--- config.mk ---
export PLATFORM = sky130hd
export DESIGN_NAME = glyph_pixel_blend
export DESIGN_NICKNAME = d
export VERILOG_FILES = /design/src/rtl/gpb_pkg.sv /design/src/rtl/glyph_pixel_blend.sv /design/src/rtl/gpb_cfg_regs.sv /design/src/rtl/gpb_blend_chan.sv /design/src/rtl/gpb_pixel_calc.sv
export SDC_FILE = /design/constraint.sdc
export NUM_CORES = 1
export LEC_CHECK = 0
export BUFFER_PORTS_ARGS = -buffer_cell sky130_fd_sc_hd__buf_4
export CAP_MARGIN = 30
export CORE_UTILIZATION = 65
export DETAILED_ROUTE_END_ITERATION = 16
export GPL_TIMING_DRIVEN = 0
export PLACE_DENSITY = 0.82
export SKIP_CTS_REPAIR_TIMING = 1
export SLEW_MARGIN = 20
export SYNTH_ARGS = -nofsm -noshare
export SYNTH_HDL_FRONTEND = slang
export SYNTH_SLANG_ARGS = --single-unit
--- constraint.sdc ---
create_clock -name clk_i -period 16.9 [get_ports clk_i]
set_clock_uncertainty 0.05 [all_clocks]
set_input_delay 1.69 -clock clk_i [delete_from_list [all_inputs] [get_ports clk_i]]
set_output_delay 1.69 -clock clk_i [all_outputs]
set_load 0.02 [all_outputs]
--- src/rtl/gpb_pkg.sv ---
// Shared types and constants for the glyph pixel blend block.
// Payload structs, configuration struct, register indexes. No dependencies.
`default_nettype none

package gpb_pkg;

  localparam int unsigned COORD_BITS = 12;
  localparam int unsigned ADDR_BITS  = 24;
  localparam int unsigned PITCH_W    = 13;
  localparam int unsigned COLOR_W    = 32;
  localparam int unsigned COV_W      = 8;
  localparam int unsigned CFG_IDX_W  = 3;
  localparam int unsigned CFG_DATA_W = 32;

  localparam logic [COV_W-1:0]      COV_OPAQUE     = 8'hFF;
  localparam logic [COV_W-1:0]      COV_NONE       = 8'h00;
  localparam logic [COLOR_W-1:0]    DRAW_COLOR_RST = 32'h0000_0000;
  localparam logic [COORD_BITS-1:0] CLIP_LEFT_RST  = 12'd0;
  localparam logic [COORD_BITS-1:0] CLIP_TOP_RST   = 12'd0;
  localparam logic [COORD_BITS-1:0] CLIP_RIGHT_RST = 12'd4095;
  localparam logic [COORD_BITS-1:0] CLIP_BOT_RST   = 12'd4095;
  localparam logic [PITCH_W-1:0]    LINE_PITCH_RST = 13'd1024;

  typedef enum logic {
    FUNC_GLYPH = 1'b0,
    FUNC_FILL  = 1'b1
  } gpb_func_e;

  typedef enum logic [CFG_IDX_W-1:0] {
    REG_DRAW_COLOR  = 3'd0,
    REG_CLIP_LEFT   = 3'd1,
    REG_CLIP_TOP    = 3'd2,
    REG_CLIP_RIGHT  = 3'd3,
    REG_CLIP_BOTTOM = 3'd4,
    REG_LINE_PITCH  = 3'd5
  } gpb_reg_e;

  typedef struct packed {
    gpb_func_e              func;
    logic [COORD_BITS-1:0]  pos_x;
    logic [COORD_BITS-1:0]  pos_y;
    logic [COV_W-1:0]       coverage;
    logic [COLOR_W-1:0]     background;
  } gpb_in_t;

  typedef struct packed {
    logic                   write_enable;
    logic [ADDR_BITS-1:0]   address;
    logic [COLOR_W-1:0]     pixel;
  } gpb_out_t;

  typedef struct packed {
    logic [COLOR_W-1:0]     draw_color;
    logic [COORD_BITS-1:0]  clip_left;
    logic [COORD_BITS-1:0]  clip_top;
    logic [COORD_BITS-1:0]  clip_right;
    logic [COORD_BITS-1:0]  clip_bottom;
    logic [PITCH_W-1:0]     line_pitch;
  } gpb_cfg_t;

endpackage

`default_nettype wire

--- src/rtl/glyph_pixel_blend.sv ---
// Top level of the glyph pixel blend block: input register, datapath, result register.
// Depends on gpb_pkg, gpb_cfg_regs and gpb_pixel_calc.
//
//   Port group   Direction  Flow control        Payload
//   in_*         in         valid / stall       gpb_in_t  (func, pos, coverage, background)
//   out_*        out        valid / stall       gpb_out_t (write_enable, address, pixel)
//   cfg_*        in         valid / ready       register index + 32-bit data
//
// One pixel per clock sustained while out is not stalled; a pixel passes through the input
// register and then the result register. The combinational datapath between them (12x13
// address multiply, three 8x8 blend multiplies) sets the clock period.
// Reset clears the valid flags and loads register defaults; payload registers are not reset.
// A stalled result is held in the result register while the input register still takes
// one more pixel; in_stall_o rises only when both registers are full and out is stalled.
`default_nettype none

module glyph_pixel_blend (
  input  wire logic                           clk_i,
  input  wire logic                           rst_ni,
  input  wire logic                           in_valid_i,
  output logic                                in_stall_o,
  input  wire gpb_pkg::gpb_in_t               in_data_i,
  output logic                                out_valid_o,
  input  wire logic                           out_stall_i,
  output gpb_pkg::gpb_out_t                   out_data_o,
  input  wire logic                           cfg_valid_i,
  output logic                                cfg_ready_o,
  input  wire logic [gpb_pkg::CFG_IDX_W-1:0]  cfg_index_i,
  input  wire logic [gpb_pkg::CFG_DATA_W-1:0] cfg_data_i
);
  import gpb_pkg::*;

  gpb_cfg_t cfg;
  gpb_in_t  s1_data_q;
  logic     s1_vld_q, s1_vld_d;
  gpb_out_t res;
  gpb_out_t out_data_q;
  logic     out_vld_q, out_vld_d;
  logic     s1_adv;
  logic     in_xfer;

  gpb_cfg_regs u_cfg (
    .clk_i       (clk_i),
    .rst_ni      (rst_ni),
    .cfg_valid_i (cfg_valid_i),
    .cfg_ready_o (cfg_ready_o),
    .cfg_index_i (cfg_index_i),
    .cfg_data_i  (cfg_data_i),
    .cfg_o       (cfg)
  );

  gpb_pixel_calc u_calc (
    .item_i (s1_data_q),
    .cfg_i  (cfg),
    .res_o  (res)
  );

  // result register frees up when empty or when its transfer completes
  assign s1_adv     = !out_vld_q || !out_stall_i;
  assign in_stall_o = s1_vld_q && !s1_adv;
  assign in_xfer    = in_valid_i && !in_stall_o;

  assign s1_vld_d  = in_xfer || (s1_vld_q && !s1_adv);
  assign out_vld_d = s1_adv ? s1_vld_q : out_vld_q;

  always_ff @(posedge clk_i or negedge rst_ni) begin
    if (!rst_ni) begin
      s1_vld_q  <= 1'b0;
      out_vld_q <= 1'b0;
    end else begin
      s1_vld_q  <= s1_vld_d;
      out_vld_q <= out_vld_d;
    end
  end

  always_ff @(posedge clk_i) begin
    if (in_xfer) begin
      s1_data_q <= in_data_i;
    end
    if (s1_adv && s1_vld_q) begin
      out_data_q <= res;
    end
  end

  assign out_valid_o = out_vld_q;
  assign out_data_o  = out_data_q;

endmodule

`default_nettype wire

--- src/rtl/gpb_cfg_regs.sv ---
// Configuration register file: draw color, clip rectangle, line pitch.
// Depends on gpb_pkg.
`default_nettype none

module gpb_cfg_regs (
  input  wire logic                           clk_i,
  input  wire logic                           rst_ni,
  input  wire logic                           cfg_valid_i,
  output logic                                cfg_ready_o,
  input  wire logic [gpb_pkg::CFG_IDX_W-1:0]  cfg_index_i,
  input  wire logic [gpb_pkg::CFG_DATA_W-1:0] cfg_data_i,
  output gpb_pkg::gpb_cfg_t                   cfg_o
);
  import gpb_pkg::*;

  gpb_cfg_t cfg_q;

  assign cfg_ready_o = 1'b1;
  assign cfg_o       = cfg_q;

  always_ff @(posedge clk_i or negedge rst_ni) begin
    if (!rst_ni) begin
      cfg_q.draw_color  <= DRAW_COLOR_RST;
      cfg_q.clip_left   <= CLIP_LEFT_RST;
      cfg_q.clip_top    <= CLIP_TOP_RST;
      cfg_q.clip_right  <= CLIP_RIGHT_RST;
      cfg_q.clip_bottom <= CLIP_BOT_RST;
      cfg_q.line_pitch  <= LINE_PITCH_RST;
    end else if (cfg_valid_i && cfg_ready_o) begin
      case (gpb_reg_e'(cfg_index_i))
        REG_DRAW_COLOR:  cfg_q.draw_color  <= cfg_data_i[COLOR_W-1:0];
        REG_CLIP_LEFT:   cfg_q.clip_left   <= cfg_data_i[COORD_BITS-1:0];
        REG_CLIP_TOP:    cfg_q.clip_top    <= cfg_data_i[COORD_BITS-1:0];
        REG_CLIP_RIGHT:  cfg_q.clip_right  <= cfg_data_i[COORD_BITS-1:0];
        REG_CLIP_BOTTOM: cfg_q.clip_bottom <= cfg_data_i[COORD_BITS-1:0];
        REG_LINE_PITCH:  cfg_q.line_pitch  <= cfg_data_i[PITCH_W-1:0];
        default: ; // unmapped index, write dropped
      endcase
    end
  end

endmodule

`default_nettype wire

--- src/rtl/gpb_blend_chan.sv ---
// One 8-bit color channel: bg + (fg - bg) * a / 255, truncated toward zero.
// Depends on gpb_pkg.
`default_nettype none

module gpb_blend_chan (
  input  wire logic [7:0]              fg_i,
  input  wire logic [7:0]              bg_i,
  input  wire logic [gpb_pkg::COV_W-1:0] cov_i,
  output logic [7:0]                   chan_o
);
  import gpb_pkg::*;

  logic        neg;
  logic [7:0]  mag;
  logic [15:0] prod;
  logic [16:0] quot_sum;
  logic [7:0]  quot;

  // Work on |fg - bg| so the divide truncates toward zero for both signs.
  // x / 255 == (x + (x >> 8) + 1) >> 8 for every x up to 255 * 255, the largest product.
  always_comb begin
    neg      = (bg_i > fg_i);
    mag      = neg ? (bg_i - fg_i) : (fg_i - bg_i);
    prod     = 16'(mag) * 16'(cov_i);
    quot_sum = 17'(prod) + 17'(prod[15:8]) + 17'd1;
    quot     = quot_sum[15:8];
    chan_o   = neg ? (bg_i - quot) : (bg_i + quot);
  end

endmodule

`default_nettype wire

--- src/rtl/gpb_pixel_calc.sv ---
// Per-pixel datapath: clip test, address multiply-add, coverage blend.
// Depends on gpb_pkg and gpb_blend_chan.
`default_nettype none

module gpb_pixel_calc (
  input  wire gpb_pkg::gpb_in_t  item_i,
  input  wire gpb_pkg::gpb_cfg_t cfg_i,
  output gpb_pkg::gpb_out_t      res_o
);
  import gpb_pkg::*;

  localparam int unsigned PROD_W = COORD_BITS + PITCH_W;
  localparam int unsigned SUM_W  = ((PROD_W > ADDR_BITS) ? PROD_W : ADDR_BITS) + 1;

  logic [PROD_W-1:0] row_base;
  logic [SUM_W-1:0]  addr_sum;
  logic              in_clip;
  logic [7:0]        red, green, blue;

  gpb_blend_chan u_red (
    .fg_i   (cfg_i.draw_color[23:16]),
    .bg_i   (item_i.background[23:16]),
    .cov_i  (item_i.coverage),
    .chan_o (red)
  );

  gpb_blend_chan u_green (
    .fg_i   (cfg_i.draw_color[15:8]),
    .bg_i   (item_i.background[15:8]),
    .cov_i  (item_i.coverage),
    .chan_o (green)
  );

  gpb_blend_chan u_blue (
    .fg_i   (cfg_i.draw_color[7:0]),
    .bg_i   (item_i.background[7:0]),
    .cov_i  (item_i.coverage),
    .chan_o (blue)
  );

  always_comb begin
    row_base = PROD_W'(item_i.pos_y) * PROD_W'(cfg_i.line_pitch);
    addr_sum = SUM_W'(row_base) + SUM_W'(item_i.pos_x);

    // empty rectangle (left > right or top > bottom) falls out as never inside
    in_clip = (item_i.pos_x >= cfg_i.clip_left) && (item_i.pos_x <= cfg_i.clip_right) &&
              (item_i.pos_y >= cfg_i.clip_top)  && (item_i.pos_y <= cfg_i.clip_bottom);

    res_o.address      = addr_sum[ADDR_BITS-1:0];
    res_o.write_enable = 1'b0;
    res_o.pixel        = item_i.background;

    case (item_i.func)
      FUNC_FILL: begin
        res_o.write_enable = 1'b1;
        res_o.pixel        = cfg_i.draw_color;
      end
      FUNC_GLYPH: begin
        if (in_clip && (item_i.coverage != COV_NONE)) begin
          res_o.write_enable = 1'b1;
          if (item_i.coverage == COV_OPAQUE) begin
            res_o.pixel = cfg_i.draw_color;
          end else begin
            res_o.pixel = {item_i.background[31:24], red, green, blue};
          end
        end
      end
      default: ;
    endcase
  end

endmodule

`default_nettype wire

==> run summary, run 1 <==
Post-layout minimum cycle time: 12.68 ns
Longest Clk Path Bufs: 3
Critical Path RT: 17.14 ns
Vias in the first global route: 20600
Clock transition at path regs: 0.07 ns
ANT nets after route: 0
Peak per-stage delay on the critical path: 0.84 ns
Nature of the critical path endpoint: flip-flop
Placed cell count: 3272
Fmax: 0.0788 GHz
Hold path startpoint: u_cfg.cfg_o[15]
Core area: 37800 um^2
Critical Path Start Type: flip-flop
Layout cells sized above 1: 0.114
GPL Wtd Cong: 0.940
DRC viols: 0
Core Rows: 71
Syn nets: 3240
Slowest cell on crit path: mux2i_1
Final instance area: 27800 um^2
RSZ-0062 raised after global routing: false
IO Count: 165
Final setup fails: 0
Register bit total from synthesis: 217
Arrival time worst endpoint: 12.93 ns
Initial DRT Pass Iterations: 5
Die Height: 198 um
Grt total ovfl: 0
Avg Cell Area, Syn: 9.63 um^2
DR iter-0 viols: 1316
Post-Route WL: 64.5 mm
Largest net degree at the start of global routing: 96
Outcome: finished, final reports clean
Starting Density: 0.662
Setup TNS: 0 ns
Non-filler instance count after layout: 3321
Antenna cells: 0
Post-synth EDFFs: 122
Root Buffer: clkbuf_16
Post-Syn Area: 25000 um^2
Synth-to-Final Area Change: 11.5%
Share of the synthesized area in the top cell type: 0.190
Leading area contributor after synthesis: fa_1
Largest cells by area after synthesis: fa_1 19%, ha_1 15%, edfxtp_1 15%
Vias per cell: 5.91
Final hold vios: 0
Worst skew pair latency: 0.57 ns
Rel. slew slack: 0.304
Final cycle utilization of the critical path: 0.750
Drt wl/cell: 19.4 um
H-tree Lvls: 1
Yosys warns: 0
Met3 wire len: 5.29 mm
Worst r2r src: s1_data_q[0]
Worst Tran Pin Value: 1.04 ns
First-pass GRT wire length: 104 mm
Area after DPL: 27000 um^2
Initial antenna violation count: 1
Num CTS Buffers: 26
# nets final: 3437
GRT Total Usage: 0.341
DR WL met2: 30.7 mm
Uppermost layer routed: met4
Crit path from: s1_data_q[0]
Main synth FF type: edfxtp_1
Synth Instances: 2593
# clock sinks: 217
TritonCTS clock tree: yes
Sequential-to-total area share from yosys stat: 0.243
CP Max Fanout: 10
R2R Setup Slk: 4.22 ns
Half-perimeter wire length after placement: 51.2 mm
Hold Path Class: reg -> reg
Die area: 39200 um^2
Maxcap violations: 0
Number of port buffers: 163
M1 WL: 26.2 mm
Max Slew Vio Count: 0
Unique cell type count in the Yosys netlist: 100
Ys async rst share: 0.438
Detailed-route via count: 19600
Chip width: 198 um
WS Path Type: reg -> reg
cell usage after synthesis, drive strengths merged, types with 21 or more instances:
cell,count
a31oi,21
nor3,21
o22ai,23
nand2,254
a21oi,106
ha,305
xor2,39
dfstp,25
xnor2,100
dfrtp,70
fa,237
edfxtp,122
and2,162
nor2,73
a21o,50
clkbuf,76
o21ai,109
nand2b,24
mux2,37
nor2b,75
inv,404
cells by family (layout without fill, tap and decap cells):
family                   Yosys count  after routing  synth area share
AND/OR/NAND/NOR                  710            710             0.147
flip-flops                       217            217             0.243
XOR/XNOR                         141            141            0.0518
other                              1              1          0.000150
multiplexers                      56             56            0.0243
adder cells (fa/ha/maj)          542            542             0.343
buffers and inverters            490            707            0.0748
AO/OA/AOI/OAI                    436            436             0.117
worst max-delay path, delay by kind of cell, from the launching register on:
family / cells / cell delay, ns
AOI/OAI and AO/OA: 15 / 2.89
xor gates and xnor gates: 6 / 1.58
adders and majority gates: 9 / 3.45
buffers and inverters: 9 / 1.70
DFF: 1 / 0.43
muxes: 1 / 0.84
and+or+nand+nor: 7 / 1.46
area by class of cell:
| class | count | area, um^2 |
|---|---|---|
| multi-input combinational | 1886 | 17100 |
| fill | 2672 | 9910 |
| sequential | 217 | 6070 |
| inverter | 405 | 1520 |
| timing repair buffer | 169 | 1370 |
| clock buffer | 36 | 771 |
| tap | 511 | 639 |
| buffer | 85 | 348 |
| clock inverter | 12 | 76.3 |
registers in the layout, summed over array words and instances, names as in the netlist:
| name | count |
|---|---|
| out_data_o | 57 |
| s1_vld_q | 1 |
| out_valid_o | 1 |
| s1_data_q | 65 |
| u_cfg.cfg_o | 93 |
worst paths after layout:
check / to / depth (start not counted)
worst min register to register: u_cfg.cfg_o[15] / 2
worst max register to register: out_data_o[7] / 47
max in group asynchronous: u_cfg.cfg_o[10] / 2
worst min-delay path: u_cfg.cfg_o[15] / 2
worst max-delay path: out_data_o[7] / 47
min in group asynchronous: u_cfg.cfg_o[89] / 1
per-layer routing:
| metal | GRT usage | vias up |
|---|---|---|
| li1 | - | 8994 |
| met1 | 0.434 | 9704 |
| met2 | 0.574 | 749 |
| met3 | 0.0719 | 174 |
| met4 | 0.125 | 0 |
| met5 | 0 | - |
per-stage QoR:
step                      hold WS (ns)  setup WS (ns)  utilization
after floorplan                  0.393           6.19            -
after global placement           0.407           4.66        0.711
after detailed placement         0.437           4.36        0.714
after CTS                        0.459           4.26        0.737
after global routing             0.469           3.35        0.738
final                            0.454           4.22        0.738
placed cells by master (no fill, tap or decap), types with 10 or more instances in the layout:
master	netlist	routed
nand2b_1	24	24
nor2_1	72	72
clkbuf_1	75	79
a211oi_1	10	10
o22ai_1	23	23
a31oi_1	21	21
nand3_1	19	19
nor2b_1	75	75
o21bai_1	14	14
nand2_1	253	253
o21ai_0	106	106
and2_1	161	160
edfxtp_1	122	122
and3_1	12	12
o21a_1	18	18
dfstp_2	25	25
xor2_1	37	37
inv_1	404	404
ha_1	305	305
nand4_1	17	17
dfrtp_1	70	70
a21o_1	50	50
clkbuf_16	0	28
or3_1	11	11
fa_1	237	237
a21oi_1	104	104
xnor2_1	98	98
mux2_2	37	37
buf_4	3	166
nor3_1	21	21
mux2i_1	19	19
Power of run 1 is left out: the tool's default activity adds up to more than one toggle a clock period on the data nets, which glitch-free logic cannot reach.
==> run 2: changes to the inputs <==
--- a/config.mk
+++ b/config.mk
@@ -7,10 +7,10 @@
 export LEC_CHECK = 0
 export BUFFER_PORTS_ARGS = -buffer_cell sky130_fd_sc_hd__buf_4
 export CAP_MARGIN = 30
-export CORE_UTILIZATION = 65
+export CORE_UTILIZATION = 63
 export DETAILED_ROUTE_END_ITERATION = 16
 export GPL_TIMING_DRIVEN = 0
-export PLACE_DENSITY = 0.82
+export PLACE_DENSITY = 0.79
 export SKIP_CTS_REPAIR_TIMING = 1
 export SLEW_MARGIN = 20
 export SYNTH_ARGS = -nofsm -noshare
==> constraint.sdc (replaced) <==
create_clock -name clk_i -period 13.1 [get_ports clk_i]
set_clock_uncertainty 0.05 [all_clocks]
set_input_delay 1.31 -clock clk_i [delete_from_list [all_inputs] [get_ports clk_i]]
set_output_delay 1.31 -clock clk_i [all_outputs]
set_load 0.02 [all_outputs]
==> run 2 against run 1 <==
Via count decreased by 0.99%. Core utilization fell by 1.9 points. Sequential cell count unchanged. Highest routed layer unchanged. Maximum frequency grew 2.9%.
==> run summary, run 2 (synthesis gave the netlist of run 1 again) <==
Num CTS Buffers: 26 (unchanged)
Final cycle utilization of the critical path: 0.941 (was 0.750)
# nets final: 3438 (was 3437)
Synth-to-Final Area Change: 11.9% (was 11.5%)
Final-layout fill cell count: 2914 (was 2672)
IO Count: 165 (unchanged)
Hold Path Class: reg -> reg (unchanged)
# clock sinks: 217 (unchanged)
Slowest cell on crit path: xor2_1 (was mux2i_1)
Most common cell after layout, fill and taps aside: inv_1 (unchanged)
Largest net degree at the start of global routing: 96 (unchanged)
Post-Route WL: 64.3 mm (was 64.5 mm)
TritonCTS clock tree: yes (unchanged)
Vias in the first global route: 20600 (about the same)
Max FFs per register: 93 (unchanged)
Critical Path Start Type: flip-flop (unchanged)
Core Rows: 72 (was 71)
Worst skew pair latency: 0.58 ns (was 0.57 ns)
RSZ-0062 raised after global routing: false (unchanged)
Clock transition at path regs: 0.06 ns (was 0.07 ns)
Layout cells sized above 1: 0.116 (was 0.114)
WS Path Type: reg -> reg (unchanged)
DRC viols: 0 (unchanged)
Starting Density: 0.642 (was 0.662)
Setup TNS: 0 ns (unchanged)
R2R Setup Slk: 0.77 ns (was 4.22 ns)
H-tree Lvls: 1 (unchanged)
Fmax: 0.0811 GHz (was 0.0788 GHz)
Buf+Inv Stages, Crit Path: 7 (was 9)
Number of port buffers: 163 (unchanged)
Worst Tran Pin Value: 1.02 ns (was 1.04 ns)
Most used cells in the layout excluding fill and tap cells: 404 x inv_1, 305 x ha_1, 253 x nand2_1 (unchanged)
Largest delay share family, worst path: compound AO/OA/AOI/OAI gates (was adder cells)
Initial DRT Pass Iterations: 6 (was 5)
Root Buffer: clkbuf_16 (unchanged)
ANT nets after route: 0 (unchanged)
Peak per-stage delay on the critical path: 0.58 ns (was 0.84 ns)
Final setup fails: 0 (unchanged)
Critical Path RT: 13.33 ns (was 17.14 ns)
Outcome: finished, final reports clean (unchanged)
Chip width: 201 um (was 198 um)
Vias per cell: 5.83 (was 5.91)
Final hold vios: 0 (unchanged)
Die Height: 201 um (was 198 um)
Half-perimeter wire length after placement: 51.0 mm (was 51.2 mm)
Post-layout minimum cycle time: 12.33 ns (was 12.68 ns)
Core area: 38900 um^2 (was 37800 um^2)
Initial antenna violation count: 1 (unchanged)
Nature of the critical path endpoint: flip-flop (unchanged)
Drt wl/cell: 19.3 um (was 19.4 um)
Arrival time worst endpoint: 12.56 ns (was 12.93 ns)
CP Max Fanout: 9 (was 10)
GPL Wtd Cong: 0.942 (was 0.940)
Longest Clk Path Bufs: 3 (unchanged)
First-pass GRT wire length: 105 mm (was 104 mm)
Detailed-route via count: 19400 (was 19600)
Maxcap violations: 0 (unchanged)
Grt total ovfl: 0 (unchanged)
Rel. slew slack: 0.323 (was 0.304)
DR iter-0 viols: 1123 (was 1316)
Max Slew Vio Count: 0 (unchanged)
Die area: 40400 um^2 (was 39200 um^2)
GRT Total Usage: 0.327 (was 0.341)
[run 2: cell types whose count changed in the layout (fill, tap and decap cells not counted), sizes merged]
cell	delta
bufinv	+4
clkbuf	-7
clkinv	+4
clkinvlp	+1
diode	+1
inv	-1
[run 2: cell type report]
class | count | area, um^2 | area share
Multi-Input combinational cell | 1886 | 17100 | 0.612
Sequential cell | 217 | 6070 | 0.217
Inverter | 405 | 1520 | 0.0544
Timing Repair Buffer | 170 | 1370 | 0.0491
Clock buffer | 28 | 658 | 0.0235
Tap cell | 518 | 648 | 0.0232
Buffer | 85 | 348 | 0.0124
Clock inverter | 20 | 218 | 0.00779
Antenna cell | 1 | 2.50 | 0.0000895
[run 2: metrics by stage]
step	instances	hold slack [ns]	util	setup slack, ns	instance area, um^2
6_report	3330	0.439	0.718	0.770	28000
5_1_grt	3329	0.467	0.718	0.0301	28000
4_1_cts	3327	0.443	0.716	0.539	27900
3_5_place_dp	3279	0.424	0.693	0.622	27000
3_3_place_gp	3274	0.408	0.690	0.935	26800
2_1_floorplan	2593	0.393	-	2.39	25000
[run 2: path summary, 6_finish.rpt]
check                             endpoint  depth (start not counted)         start
setup / recovery             out_data_o[7]                         49  s1_data_q[0]
hold / removal                 out_valid_o                          1      s1_vld_q
setup reg to reg             out_data_o[7]                         49  s1_data_q[0]
hold reg to reg                out_valid_o                          1      s1_vld_q
max in group asynchronous  u_cfg.cfg_o[10]                          2        rst_ni
min in group asynchronous  u_cfg.cfg_o[87]                          1        rst_ni
[run 2: routing by layer]
layer,global-route usage,part of all wire,up-vias
met2,0.547,0.47,714
met3,0.0649,0.082,165
met5,0,0,-
met4,0.125,0.039,0
li1,-,-,8981
met1,0.420,0.41,9567
Power of run 2 is left out for the same reason.
